==> config.mk <==
export PLATFORM = sky130hd
export DESIGN_NAME = key_matrix_press_release_tracker_top
export DESIGN_NICKNAME = d
export VERILOG_FILES = /design/src/design/kmt_pkg.sv /design/src/design/kmt_ram.sv /design/src/design/key_matrix_press_release_tracker_top.sv
export SDC_FILE = /design/constraint.sdc
export NUM_CORES = 2
export LEC_CHECK = 0
export ABC_AREA = 0
export BUFFER_PORTS_ARGS = -buffer_cell sky130_fd_sc_hd__buf_2
export CAP_MARGIN = 20
export CORE_UTILIZATION = 35
export DETAILED_ROUTE_END_ITERATION = 10
export GPL_TIMING_DRIVEN = 1
export SYNTH_ARGS = -nofsm -noshare
export SYNTH_HDL_FRONTEND = slang
export SYNTH_HIERARCHICAL = 1
export SYNTH_SLANG_ARGS = --single-unit
==> constraint.sdc <==
create_clock -name i_clk -period 12.3 [get_ports i_clk]
set_input_delay 0.615 -clock i_clk [delete_from_list [all_inputs] [get_ports i_clk]]
set_output_delay 0.615 -clock i_clk [all_outputs]
set_load 0.01 [all_outputs]
==> src/design/kmt_pkg.sv <==
package kmt_pkg;

    localparam int TIME_W  = 32;
    localparam int MAP_W   = 64;
    localparam int DELAY_W = 16;
    localparam int COUNT_W = 4;
    localparam int CFG_IDX_W = 2;

    localparam logic [DELAY_W-1:0] BOUNCE_DELAY_RESET = 16'd20;
    localparam logic [COUNT_W-1:0] ROWS_RESET = 4'd8;
    localparam logic [COUNT_W-1:0] COLS_RESET = 4'd8;

    typedef enum logic [CFG_IDX_W-1:0] {
        CFG_BOUNCE_DELAY = 2'd0,
        CFG_ROWS_IN_USE  = 2'd1,
        CFG_COLS_IN_USE  = 2'd2
    } t_cfg_idx;

    typedef enum logic [1:0] {
        ST_IDLE,
        ST_PRESS,
        ST_RELEASE,
        ST_FLUSH
    } t_state;

    typedef struct packed {
        logic [TIME_W-1:0] stamp_ms;
        logic [MAP_W-1:0]  pressed_map;
    } t_scan;

    typedef struct packed {
        logic       event_is_release;
        logic [2:0] key_row;
        logic [2:0] key_col;
        logic       last_event;
    } t_event;

endpackage

==> src/design/kmt_ram.sv <==
module kmt_ram #(
    parameter int WIDTH = 32,
    parameter int DEPTH = 64
) (
    input  logic                     i_clk,
    input  logic                     i_we,
    input  logic [$clog2(DEPTH)-1:0] i_waddr,
    input  logic [WIDTH-1:0]         i_wdata,
    input  logic                     i_re,
    input  logic [$clog2(DEPTH)-1:0] i_raddr,
    output logic [WIDTH-1:0]         o_rdata
);

    logic [WIDTH-1:0] r_mem [DEPTH];
    logic [WIDTH-1:0] r_rdata;

    always_ff @(posedge i_clk) begin
        if (i_we) begin
            r_mem[i_waddr] <= i_wdata;
        end
        if (i_re) begin
            r_rdata <= r_mem[i_raddr];
        end
    end

    assign o_rdata = r_rdata;

endmodule

==> src/design/key_matrix_press_release_tracker_top.sv <==
// Key matrix press/release tracker. Each accepted scan (timestamp plus key bitmap) is
// walked twice through the per-key last-seen time memory, one key per cycle: a press
// pass that reports newly down keys and stores the scan time, then, when the scan time
// is at least the bounce delay, a release pass that reports and clears keys unseen for
// longer than the delay. Events come out in row-major order, presses first, and the
// final event of a scan carries last_event. The single read port of the time memory
// sets the pace of the walk, and a stalled output holds the walk. The time memory
// needs no clearing pass after reset: a flag per key marks entries written since reset.
module key_matrix_press_release_tracker_top #(
    parameter int MAX_ROWS = 8,
    parameter int MAX_COLS = 8
) (
    input  logic                              i_clk,
    input  logic                              i_rst_n,
    input  logic                              i_in_valid,
    output logic                              o_in_stall,
    input  kmt_pkg::t_scan                    i_in_data,
    output logic                              o_out_valid,
    input  logic                              i_out_stall,
    output kmt_pkg::t_event                   o_out_data,
    input  logic                              i_cfg_wr_en,
    input  logic [kmt_pkg::CFG_IDX_W-1:0]     i_cfg_index,
    input  logic [kmt_pkg::DELAY_W-1:0]       i_cfg_wdata
);

    localparam int DEPTH = MAX_ROWS * 8;
    localparam int KEY_W = $clog2(DEPTH);
    localparam int CNT_W = KEY_W + 1;
    localparam logic [CNT_W-1:0] CNT_END = CNT_W'(DEPTH);

    kmt_pkg::t_state r_state, n_state;

    logic [kmt_pkg::DELAY_W-1:0] r_bounce_delay;
    logic [kmt_pkg::COUNT_W-1:0] r_rows, r_cols;

    logic [CNT_W-1:0]            r_cnt;
    logic                        r_dv;
    logic [KEY_W-1:0]            r_didx;
    kmt_pkg::t_scan              r_scan;
    logic [kmt_pkg::TIME_W-1:0]  r_limit;
    logic                        r_do_rel;
    logic [DEPTH-1:0]            r_valid;

    logic                        r_p_vld;
    kmt_pkg::t_event             r_p;
    logic                        r_o_vld;
    kmt_pkg::t_event             r_o;

    logic                        w_accept;
    logic                        w_o_busy;
    logic                        w_walk;
    logic                        w_adv;
    logic                        w_issue;
    logic                        w_proc;
    logic                        w_pass_done;
    logic                        w_flush_move;
    logic [kmt_pkg::COUNT_W-1:0] w_nr, w_nc;
    logic [2:0]                  w_row, w_col;
    logic                        w_active;
    logic                        w_down;
    logic [kmt_pkg::TIME_W-1:0]  w_ram_q;
    logic [kmt_pkg::TIME_W-1:0]  w_d;
    logic                        w_press_hit;
    logic                        w_rel_hit;
    logic                        w_hit;
    logic                        w_ram_we;
    kmt_pkg::t_event             w_event;

    kmt_ram #(
        .WIDTH(kmt_pkg::TIME_W),
        .DEPTH(DEPTH)
    ) u_time_ram (
        .i_clk  (i_clk),
        .i_we   (w_ram_we),
        .i_waddr(r_didx),
        .i_wdata(r_scan.stamp_ms),
        .i_re   (w_issue),
        .i_raddr(r_cnt[KEY_W-1:0]),
        .o_rdata(w_ram_q)
    );

    always_comb begin
        w_nr = (r_rows > kmt_pkg::COUNT_W'(MAX_ROWS)) ? kmt_pkg::COUNT_W'(MAX_ROWS) : r_rows;
        w_nc = (r_cols > kmt_pkg::COUNT_W'(MAX_COLS)) ? kmt_pkg::COUNT_W'(MAX_COLS) : r_cols;
    end

    // control outputs of the state machine
    always_comb begin
        w_accept     = (r_state == kmt_pkg::ST_IDLE) && i_in_valid;
        w_o_busy     = r_o_vld && i_out_stall;
        w_walk       = (r_state == kmt_pkg::ST_PRESS) || (r_state == kmt_pkg::ST_RELEASE);
        w_adv        = w_walk && !(r_p_vld && w_o_busy);
        w_issue      = w_adv && (r_cnt != CNT_END);
        w_proc       = w_adv && r_dv;
        w_pass_done  = w_walk && (r_cnt == CNT_END) && !r_dv;
        w_flush_move = (r_state == kmt_pkg::ST_FLUSH) && r_p_vld && !w_o_busy;

        w_row    = 3'(r_didx >> 3);
        w_col    = r_didx[2:0];
        w_active = ({1'b0, w_row} < w_nr) && ({1'b0, w_col} < w_nc);
        w_down   = r_scan.pressed_map[6'(r_didx)];
        w_d      = r_valid[r_didx] ? w_ram_q : '0;

        w_press_hit = (r_state == kmt_pkg::ST_PRESS) && w_active && w_down
                      && (w_d == '0);
        w_rel_hit   = (r_state == kmt_pkg::ST_RELEASE) && w_active
                      && (w_d != '0) && (w_d < r_limit);
        w_hit       = w_proc && (w_press_hit || w_rel_hit);
        w_ram_we    = w_proc && (r_state == kmt_pkg::ST_PRESS) && w_active && w_down;

        w_event.event_is_release = (r_state == kmt_pkg::ST_RELEASE);
        w_event.key_row          = w_row;
        w_event.key_col          = w_col;
        w_event.last_event       = 1'b0;

        o_in_stall  = (r_state != kmt_pkg::ST_IDLE);
        o_out_valid = r_o_vld;
        o_out_data  = r_o;
    end

    always_comb begin
        n_state = r_state;
        unique case (r_state)
            kmt_pkg::ST_IDLE: begin
                if (i_in_valid) begin
                    n_state = kmt_pkg::ST_PRESS;
                end
            end
            kmt_pkg::ST_PRESS: begin
                if (w_pass_done) begin
                    n_state = r_do_rel ? kmt_pkg::ST_RELEASE : kmt_pkg::ST_FLUSH;
                end
            end
            kmt_pkg::ST_RELEASE: begin
                if (w_pass_done) begin
                    n_state = kmt_pkg::ST_FLUSH;
                end
            end
            kmt_pkg::ST_FLUSH: begin
                if (!r_p_vld || !w_o_busy) begin
                    n_state = kmt_pkg::ST_IDLE;
                end
            end
            default: n_state = kmt_pkg::ST_IDLE;
        endcase
    end

    always_ff @(posedge i_clk) begin
        if (!i_rst_n) begin
            r_state        <= kmt_pkg::ST_IDLE;
            r_bounce_delay <= kmt_pkg::BOUNCE_DELAY_RESET;
            r_rows         <= kmt_pkg::ROWS_RESET;
            r_cols         <= kmt_pkg::COLS_RESET;
            r_cnt          <= '0;
            r_dv           <= 1'b0;
            r_valid        <= '0;
            r_p_vld        <= 1'b0;
            r_o_vld        <= 1'b0;
        end else begin
            r_state <= n_state;

            if (i_cfg_wr_en) begin
                unique case (i_cfg_index)
                    kmt_pkg::CFG_BOUNCE_DELAY: r_bounce_delay <= i_cfg_wdata;
                    kmt_pkg::CFG_ROWS_IN_USE:  r_rows <= i_cfg_wdata[kmt_pkg::COUNT_W-1:0];
                    kmt_pkg::CFG_COLS_IN_USE:  r_cols <= i_cfg_wdata[kmt_pkg::COUNT_W-1:0];
                    default: ;
                endcase
            end

            if (w_accept || (w_pass_done && r_state == kmt_pkg::ST_PRESS)) begin
                r_cnt <= '0;
            end else if (w_issue) begin
                r_cnt <= r_cnt + CNT_W'(1);
            end

            if (w_accept) begin
                r_dv <= 1'b0;
            end else if (w_adv) begin
                r_dv <= w_issue;
            end

            if (w_ram_we) begin
                r_valid[r_didx] <= 1'b1;
            end else if (w_proc && w_rel_hit) begin
                r_valid[r_didx] <= 1'b0;
            end

            if (w_hit) begin
                r_p_vld <= 1'b1;
            end else if (w_flush_move) begin
                r_p_vld <= 1'b0;
            end

            if ((w_hit && r_p_vld) || w_flush_move) begin
                r_o_vld <= 1'b1;
            end else if (!i_out_stall) begin
                r_o_vld <= 1'b0;
            end
        end
    end

    always_ff @(posedge i_clk) begin
        if (w_accept) begin
            r_scan   <= i_in_data;
            r_limit  <= i_in_data.stamp_ms - kmt_pkg::TIME_W'(r_bounce_delay);
            r_do_rel <= (i_in_data.stamp_ms >= kmt_pkg::TIME_W'(r_bounce_delay));
        end
        if (w_issue) begin
            r_didx <= r_cnt[KEY_W-1:0];
        end
        if (w_hit) begin
            r_p <= w_event;
        end
        if (w_hit && r_p_vld) begin
            r_o <= r_p;
        end else if (w_flush_move) begin
            r_o <= '{event_is_release: r_p.event_is_release, key_row: r_p.key_row,
                     key_col: r_p.key_col, last_event: 1'b1};
        end
    end

endmodule

Word level (Yosys, flattened, before mapping)
Memories as Yosys holds them, arrays and structs flattened. A register that Yosys moved wholly into a read port is not among the register bits.
Cells that the tools add are included.
Cells by class
  $add $sub $neg: 2
  multipliers: 0
  divide/modulo/power cells: 0
  magnitude comparators: 8
  equal/unequal tests: 12
  shift operators: 0
  muxes and demuxes: 25
  bitwise gates (word level): 4
  reductions and logical operators: 48
Operators by type and width (count)
  2-to-1 mux 64 bit: 2
  AND 64 bit: 1
  NOT 64 bit: 1
  bitwise OR 64 bit: 1
  >= comparator 32 x 16 -> 1 bit: 1
  zero test 32 bit: 1
  less-than comparator 32 bit: 1
  2-to-1 mux 32 bit: 1
  nonzero test 32 bit: 1
  subtractor 32 x 16 -> 32 bit: 1
  logical AND 1 bit: 25
  2-to-1 mux 8 bit: 2
  binary-select mux 1 bit (select 6 bit): 2
  2-to-1 mux 1 bit: 10
  greater-than comparator 4 bit, second input constant: 2
  less-than comparator 3 x 4 -> 1 bit: 2
  2-to-1 mux 2 bit: 4
  2-to-1 mux 4 bit: 2
  case mux 2 bit (4 select lines): 1
  nonzero test 2 bit: 4
  adder 7 x 1 -> 7 bit, second input constant: 1
  == test 7 bit, second input constant: 1
  less-than comparator 6 x 7 -> 1 bit, second input constant: 1
  != test 7 bit, second input constant: 1
  other kinds (13): 30
Storage, ports and cells
  register bits: 250
  bits in latches: 0
  bits in writable memories: 2048
  bits in read-only memories: 0
  bits of input ports: 119
  logic and storage cells: 121
  memories kept: 1
Memory list
  u_time_ram.r_mem: depth 64, bits a word 32, read ports 1, clocked after Yosys merged registers in 1, wr ports 1, RTL line kmt_ram.sv:14  | logic [WIDTH-1:0] r_mem [DEPTH];

Logic depth before layout (Yosys ltp)
  depth in word-level cells: 12
  gate-level depth with buffers: 21
  depth with buffers taken out: 16

Cells and area by module
Netlist, hierarchy kept.
Modules (own cells, without submodules)
  kmt_ram: instances 1, cells each 3324, area an instance 78835.6 um^2
  key_matrix_press_release_tracker_top: instances 1, cells each 1079, area an instance 12224.2 um^2

Worst setup path before layout
OpenSTA, ideal clock, no wires.
  path type: reg-to-reg
  start point: register r_didx[1]
  end point: memory u_time_ram.r_mem[49][0] (enable)
  arrival: 4.891 ns
  slack: 6.948 ns
  stages on the path, launching flop included: 11
  buffers on the path: 1
  clock period less this slack: 5.352 ns
  cell sequence: edfxtp_1 > buf_6 > inv_1 > mux4_1 > o21ai_0 > o2111ai_1 > or4_4 > inv_1 > nor2b_1 > nand4_1 > nor3_1
Between the ends
  longest elaborated chain between the ends: 6
  elaborated cells on any way between the ends: 8
RTL lines
  start, declared: RTL line key_matrix_press_release_tracker_top.sv:38  | logic [KEY_W-1:0] r_didx;
  start signal, assigned: RTL line key_matrix_press_release_tracker_top.sv:210  | r_didx <= r_cnt[KEY_W-1:0];
  branches (longest 3 deep; another with binary-select mux 1 bit (select 6 bit))
  logical AND 1 bit *: RTL line key_matrix_press_release_tracker_top.sv:109  | w_ram_we = w_proc && (r_state == kmt_pkg::ST_PRESS) && w_active && w_down;
  via w_ram_we: RTL line key_matrix_press_release_tracker_top.sv:66  | logic w_ram_we;
  2-to-1 mux 1 bit *: RTL line kmt_ram.sv:18  | if (i_we) begin
  2-to-1 mux 1 bit (implied by the code) *: RTL line kmt_ram.sv:19  | r_mem[i_waddr] <= i_wdata;
  end, declared: RTL line kmt_ram.sv:14
Mark *: on every way through the listed nets, which the timed path passes. The select of a mux whose other input is x is not followed.

Worst setup path in the final report
  start point: register r_didx[2]
  end point: memory u_time_ram.r_mem[62][4] (enable)
The elaborated chain is that of the path after synthesis.

==> results.toml <==
[run_status]
status = "finished, final reports clean"

[place]
hpwl_um = 131000
gp_congestion = 0.845
io_buffers = 128
post_dp_cell_area_sq_um = 96400
place_ws_ns = 5.08

[timing]
setup_tns_ns = 0
hold_viol = 0
worst_slew_pin_slew_ns = 1.15
rsz0062_at_grt = "no"
hold_slack_ns = 0.0629
max_freq_mhz = 152
drv_slew = 0
finalSetupViolCount = 0
timing.final.crit_share_pct = 53.6
fin_skew_ns = 0.0699
fin_crit_ns = 6.59
max_slew_margin_pct = 23.0
layout_setup_ws_ns = 5.71

[cts]
clock_latency_ns = 0.86
cts_tree = "done"
hold_buffers = 101
cts.path.max_buffers = 3
cts.sinks = 2330
cts_resized = 0
cts_setup_buffers = 0
cts_buffers = 224
cts-htree-levels = 4
clkTransAtPathRegs_ns = 0.06
cts_root_buf = "clkbuf_16"

[layout]
nFillCells = 22500
nets = 4940
final_cell_area_sq_um = 105000
drive_gt1_share_pct = 25.0
syn_to_final_growth_pct = 14.8

[power]
power.switching_mw = 5.30
power_density_nw_per_um2 = 187
max-vdd-ir-drop_uv = 146
p_int_mw = 14.3
sequentialPowerShare_pct = 48.3
pwr-share-comb_pct = 17.8
clkPwrFrac_pct = 33.8
leakage_nw = 31.9
p_total_mw = 19.6
power_switching_share_pct = 27.0

[route]
viasPerCell = 5.55
ant_nets = 0
route.detailed.drc = 0
routedWlPerCell_um = 28.7
drtIter0Drc = 5561
firstDrtPassIters = 7
wl_um = 239000
dr_total_vias = 46300

[global_route]
grt_pass1_wl_um = 342000
antenna_found_initial = 9
grt_pass1_vias = 46600
track_usage_pct = 18.0
grt.overflow.total = 0
grt_max_degree = 97

[min_path]
hp-class = "in -> reg"

[logic_synthesis]
synth_area_sq_um = 91100
synthTopCellsByArea = "edfxtp_1 74%, mux4_2 14%, dfxtp_1 2.2%, mux2i_1 1.3%, ha_1 0.80%"
yosys.area_share.xor_xnor_pct = 0.317
yosysSeqAreaShare_pct = 75.7
yosys_warnings = 6
ys_ff_latch = 2330
synth-main-ff-cell = "edfxtp_1"
synthCells = 4403
synth_fp_nets = 4581
synth_adder_area_share_pct = 0.819
synth_top_family_by_area = "multiplexers"
synthMuxAreaShare_pct = 15.1
synth_most_common_cell = "edfxtp_1"
synth_top_area_share_pct = 73.5
synth_compound_area_share_pct = 3.65
ys_types = 75
ys_top_cells_by_count = "2,230 x edfxtp_1, 548 x mux4_2, 178 x nor2_1, 121 x mux2i_1, 116 x clkbuf_1"
async_reset_ff_share_pct = 0
synthSimpleGateAreaFrac_pct = 2.82
synth_area_leader_cell = "edfxtp_1"
syn_area_per_cell_sq_um = 20.7
synth_edf_count = 2230

[die]
rows = 186
die_area_sq_um = 262000
die-height_um = 512
die_w_um = 512
start_util_pct = 35.3
io-pin-count = 129
core_area_sq_um = 258000

[worst_setup_path]
crit_type = "reg -> reg"
cp-start-kind = "register"
cp_top_family = "simple AND/OR/NAND/NOR gates"
path_cells = "buf_4, mux2i_1, mux4_1, o21ai_0, o2111ai_1, or4_4, inv_1, nor2b_1, nand3_1, nor2_4, buf_4"
critPathMaxFanout = 59
cp.required_ns = 12.81
endpoint_kind = "register"
max_stage_delay_ns = 0.87
cp.buffers_inverters = 3
cp_common_cell = "buf_4"
worstPathArrival_ns = 7.11
worst_path_max_delay_cell = "edfxtp_1"

[run]
drv_cap = 0
==> power groups by stage <==
stage	Sequential (mW)	Combinational [mW]	Clock (mW)
3_5_place_dp	9.64	3.47	0
3_3_place_gp	9.64	3.41	0
5_1_grt	9.48	3.73	7.03
4_1_cts	9.47	3.50	6.75
2_1_floorplan	9.76	2.20	0
6_report	9.47	3.49	6.63
==> sequential cells by signal, summed over array words and instances (netlist names), 4 cells and up, named ones only <==
register / flops
r_limit: 32
o_out_data: 8
r_p: 7
r_cnt: 7
u_time_ram/o_rdata: 32
r_bounce_delay: 16
r_didx: 6
r_scan: 96
u_time_ram/r_mem: 2048
r_rows: 4
r_cols: 4
==> layout make-up <==
class / instances / area, sq um / share of cell area [%]
inverter: 69 / 262 / 0.250
multi-input combinational: 1760 / 21100 / 20.2
sequential: 2330 / 69000 / 66.0
clock buffer: 290 / 5960 / 5.70
tap: 3384 / 4230 / 4.05
antenna: 3 / 7.51 / 0.00718
clock inverter: 131 / 1060 / 1.01
timing repair buffer: 377 / 2900 / 2.78
==> cells in the final DEF (no fill, tap or decap), types with 10 or more instances in the layout <==
cell,count
a211oi_1,10
nand2_1,88
nor2_1,115
nor2b_1,66
nand3_1,14
a21boi_0,19
mux2i_1,121
or3_1,10
nor4_1,14
edfxtp_1,2230
o21ai_0,23
clkinv_1,57
bufinv_16,12
inv_1,66
dfxtp_1,95
nand4_1,14
a221oi_1,12
clkbuf_16,228
nand2b_1,22
buf_4,136
a31oi_1,59
clkbuf_1,58
a21o_1,11
dlygate4sd3_1,101
o221ai_1,29
a21oi_1,99
nand3b_1,16
a22oi_1,71
mux4_2,548
xor2_1,21
xnor2_1,12
clkinv_2,46
buf_2,129
o22ai_1,90
nor2_4,63
nor3_1,13
ha_1,58
==> cell families (layout without fill, tap and decap cells) <==
logic type               count (synthesis)  after routing
flip-flops                            2330           2330
multiplexers                           677            677
AND/OR/NAND/NOR                        498            498
AO/OA/AOI/OAI                          493            493
buffers and inverters                  313            867
adder cells (fa/ha/maj)                 59             59
XOR/XNOR                                33             33
other                                    0              3
==> routing by layer <==
| layer | up-vias | track usage, % | share of wire (%) | routed length (um) |
|---|---|---|---|---|
| li1 | 19100 | - | - | - |
| met1 | 24800 | 24.4 | 41 | 96900 |
| met2 | 1991 | 29.6 | 49 | 116000 |
| met3 | 343 | 2.84 | 7.5 | 17800 |
| met4 | 2 | 6.11 | 3.4 | 8130 |
| met5 | - | 0 | 0.0054 | 13 |
==> worst paths after layout <==
check | start | end | slack (ns) | depth (start not counted)
max | r_didx[2] | u_time_ram/r_mem[62][4] | 5.71 | 11
min | i_in_data[77] | r_scan[77] | 0.06 | 1
max reg2reg | r_didx[2] | u_time_ram/r_mem[62][4] | 5.71 | 11
min reg2reg | r_p[4] | o_out_data[4] | 0.42 | 0
==> stage by stage <==
stage / util (%) / std cells
floorplan: - / 4403
global placement: 37.4 / 7812
detailed placement: 37.4 / 7813
CTS: 40.5 / 8335
global route: 40.5 / 8341
finish: 40.5 / 8344
Power figures use the tool's default switching activity.
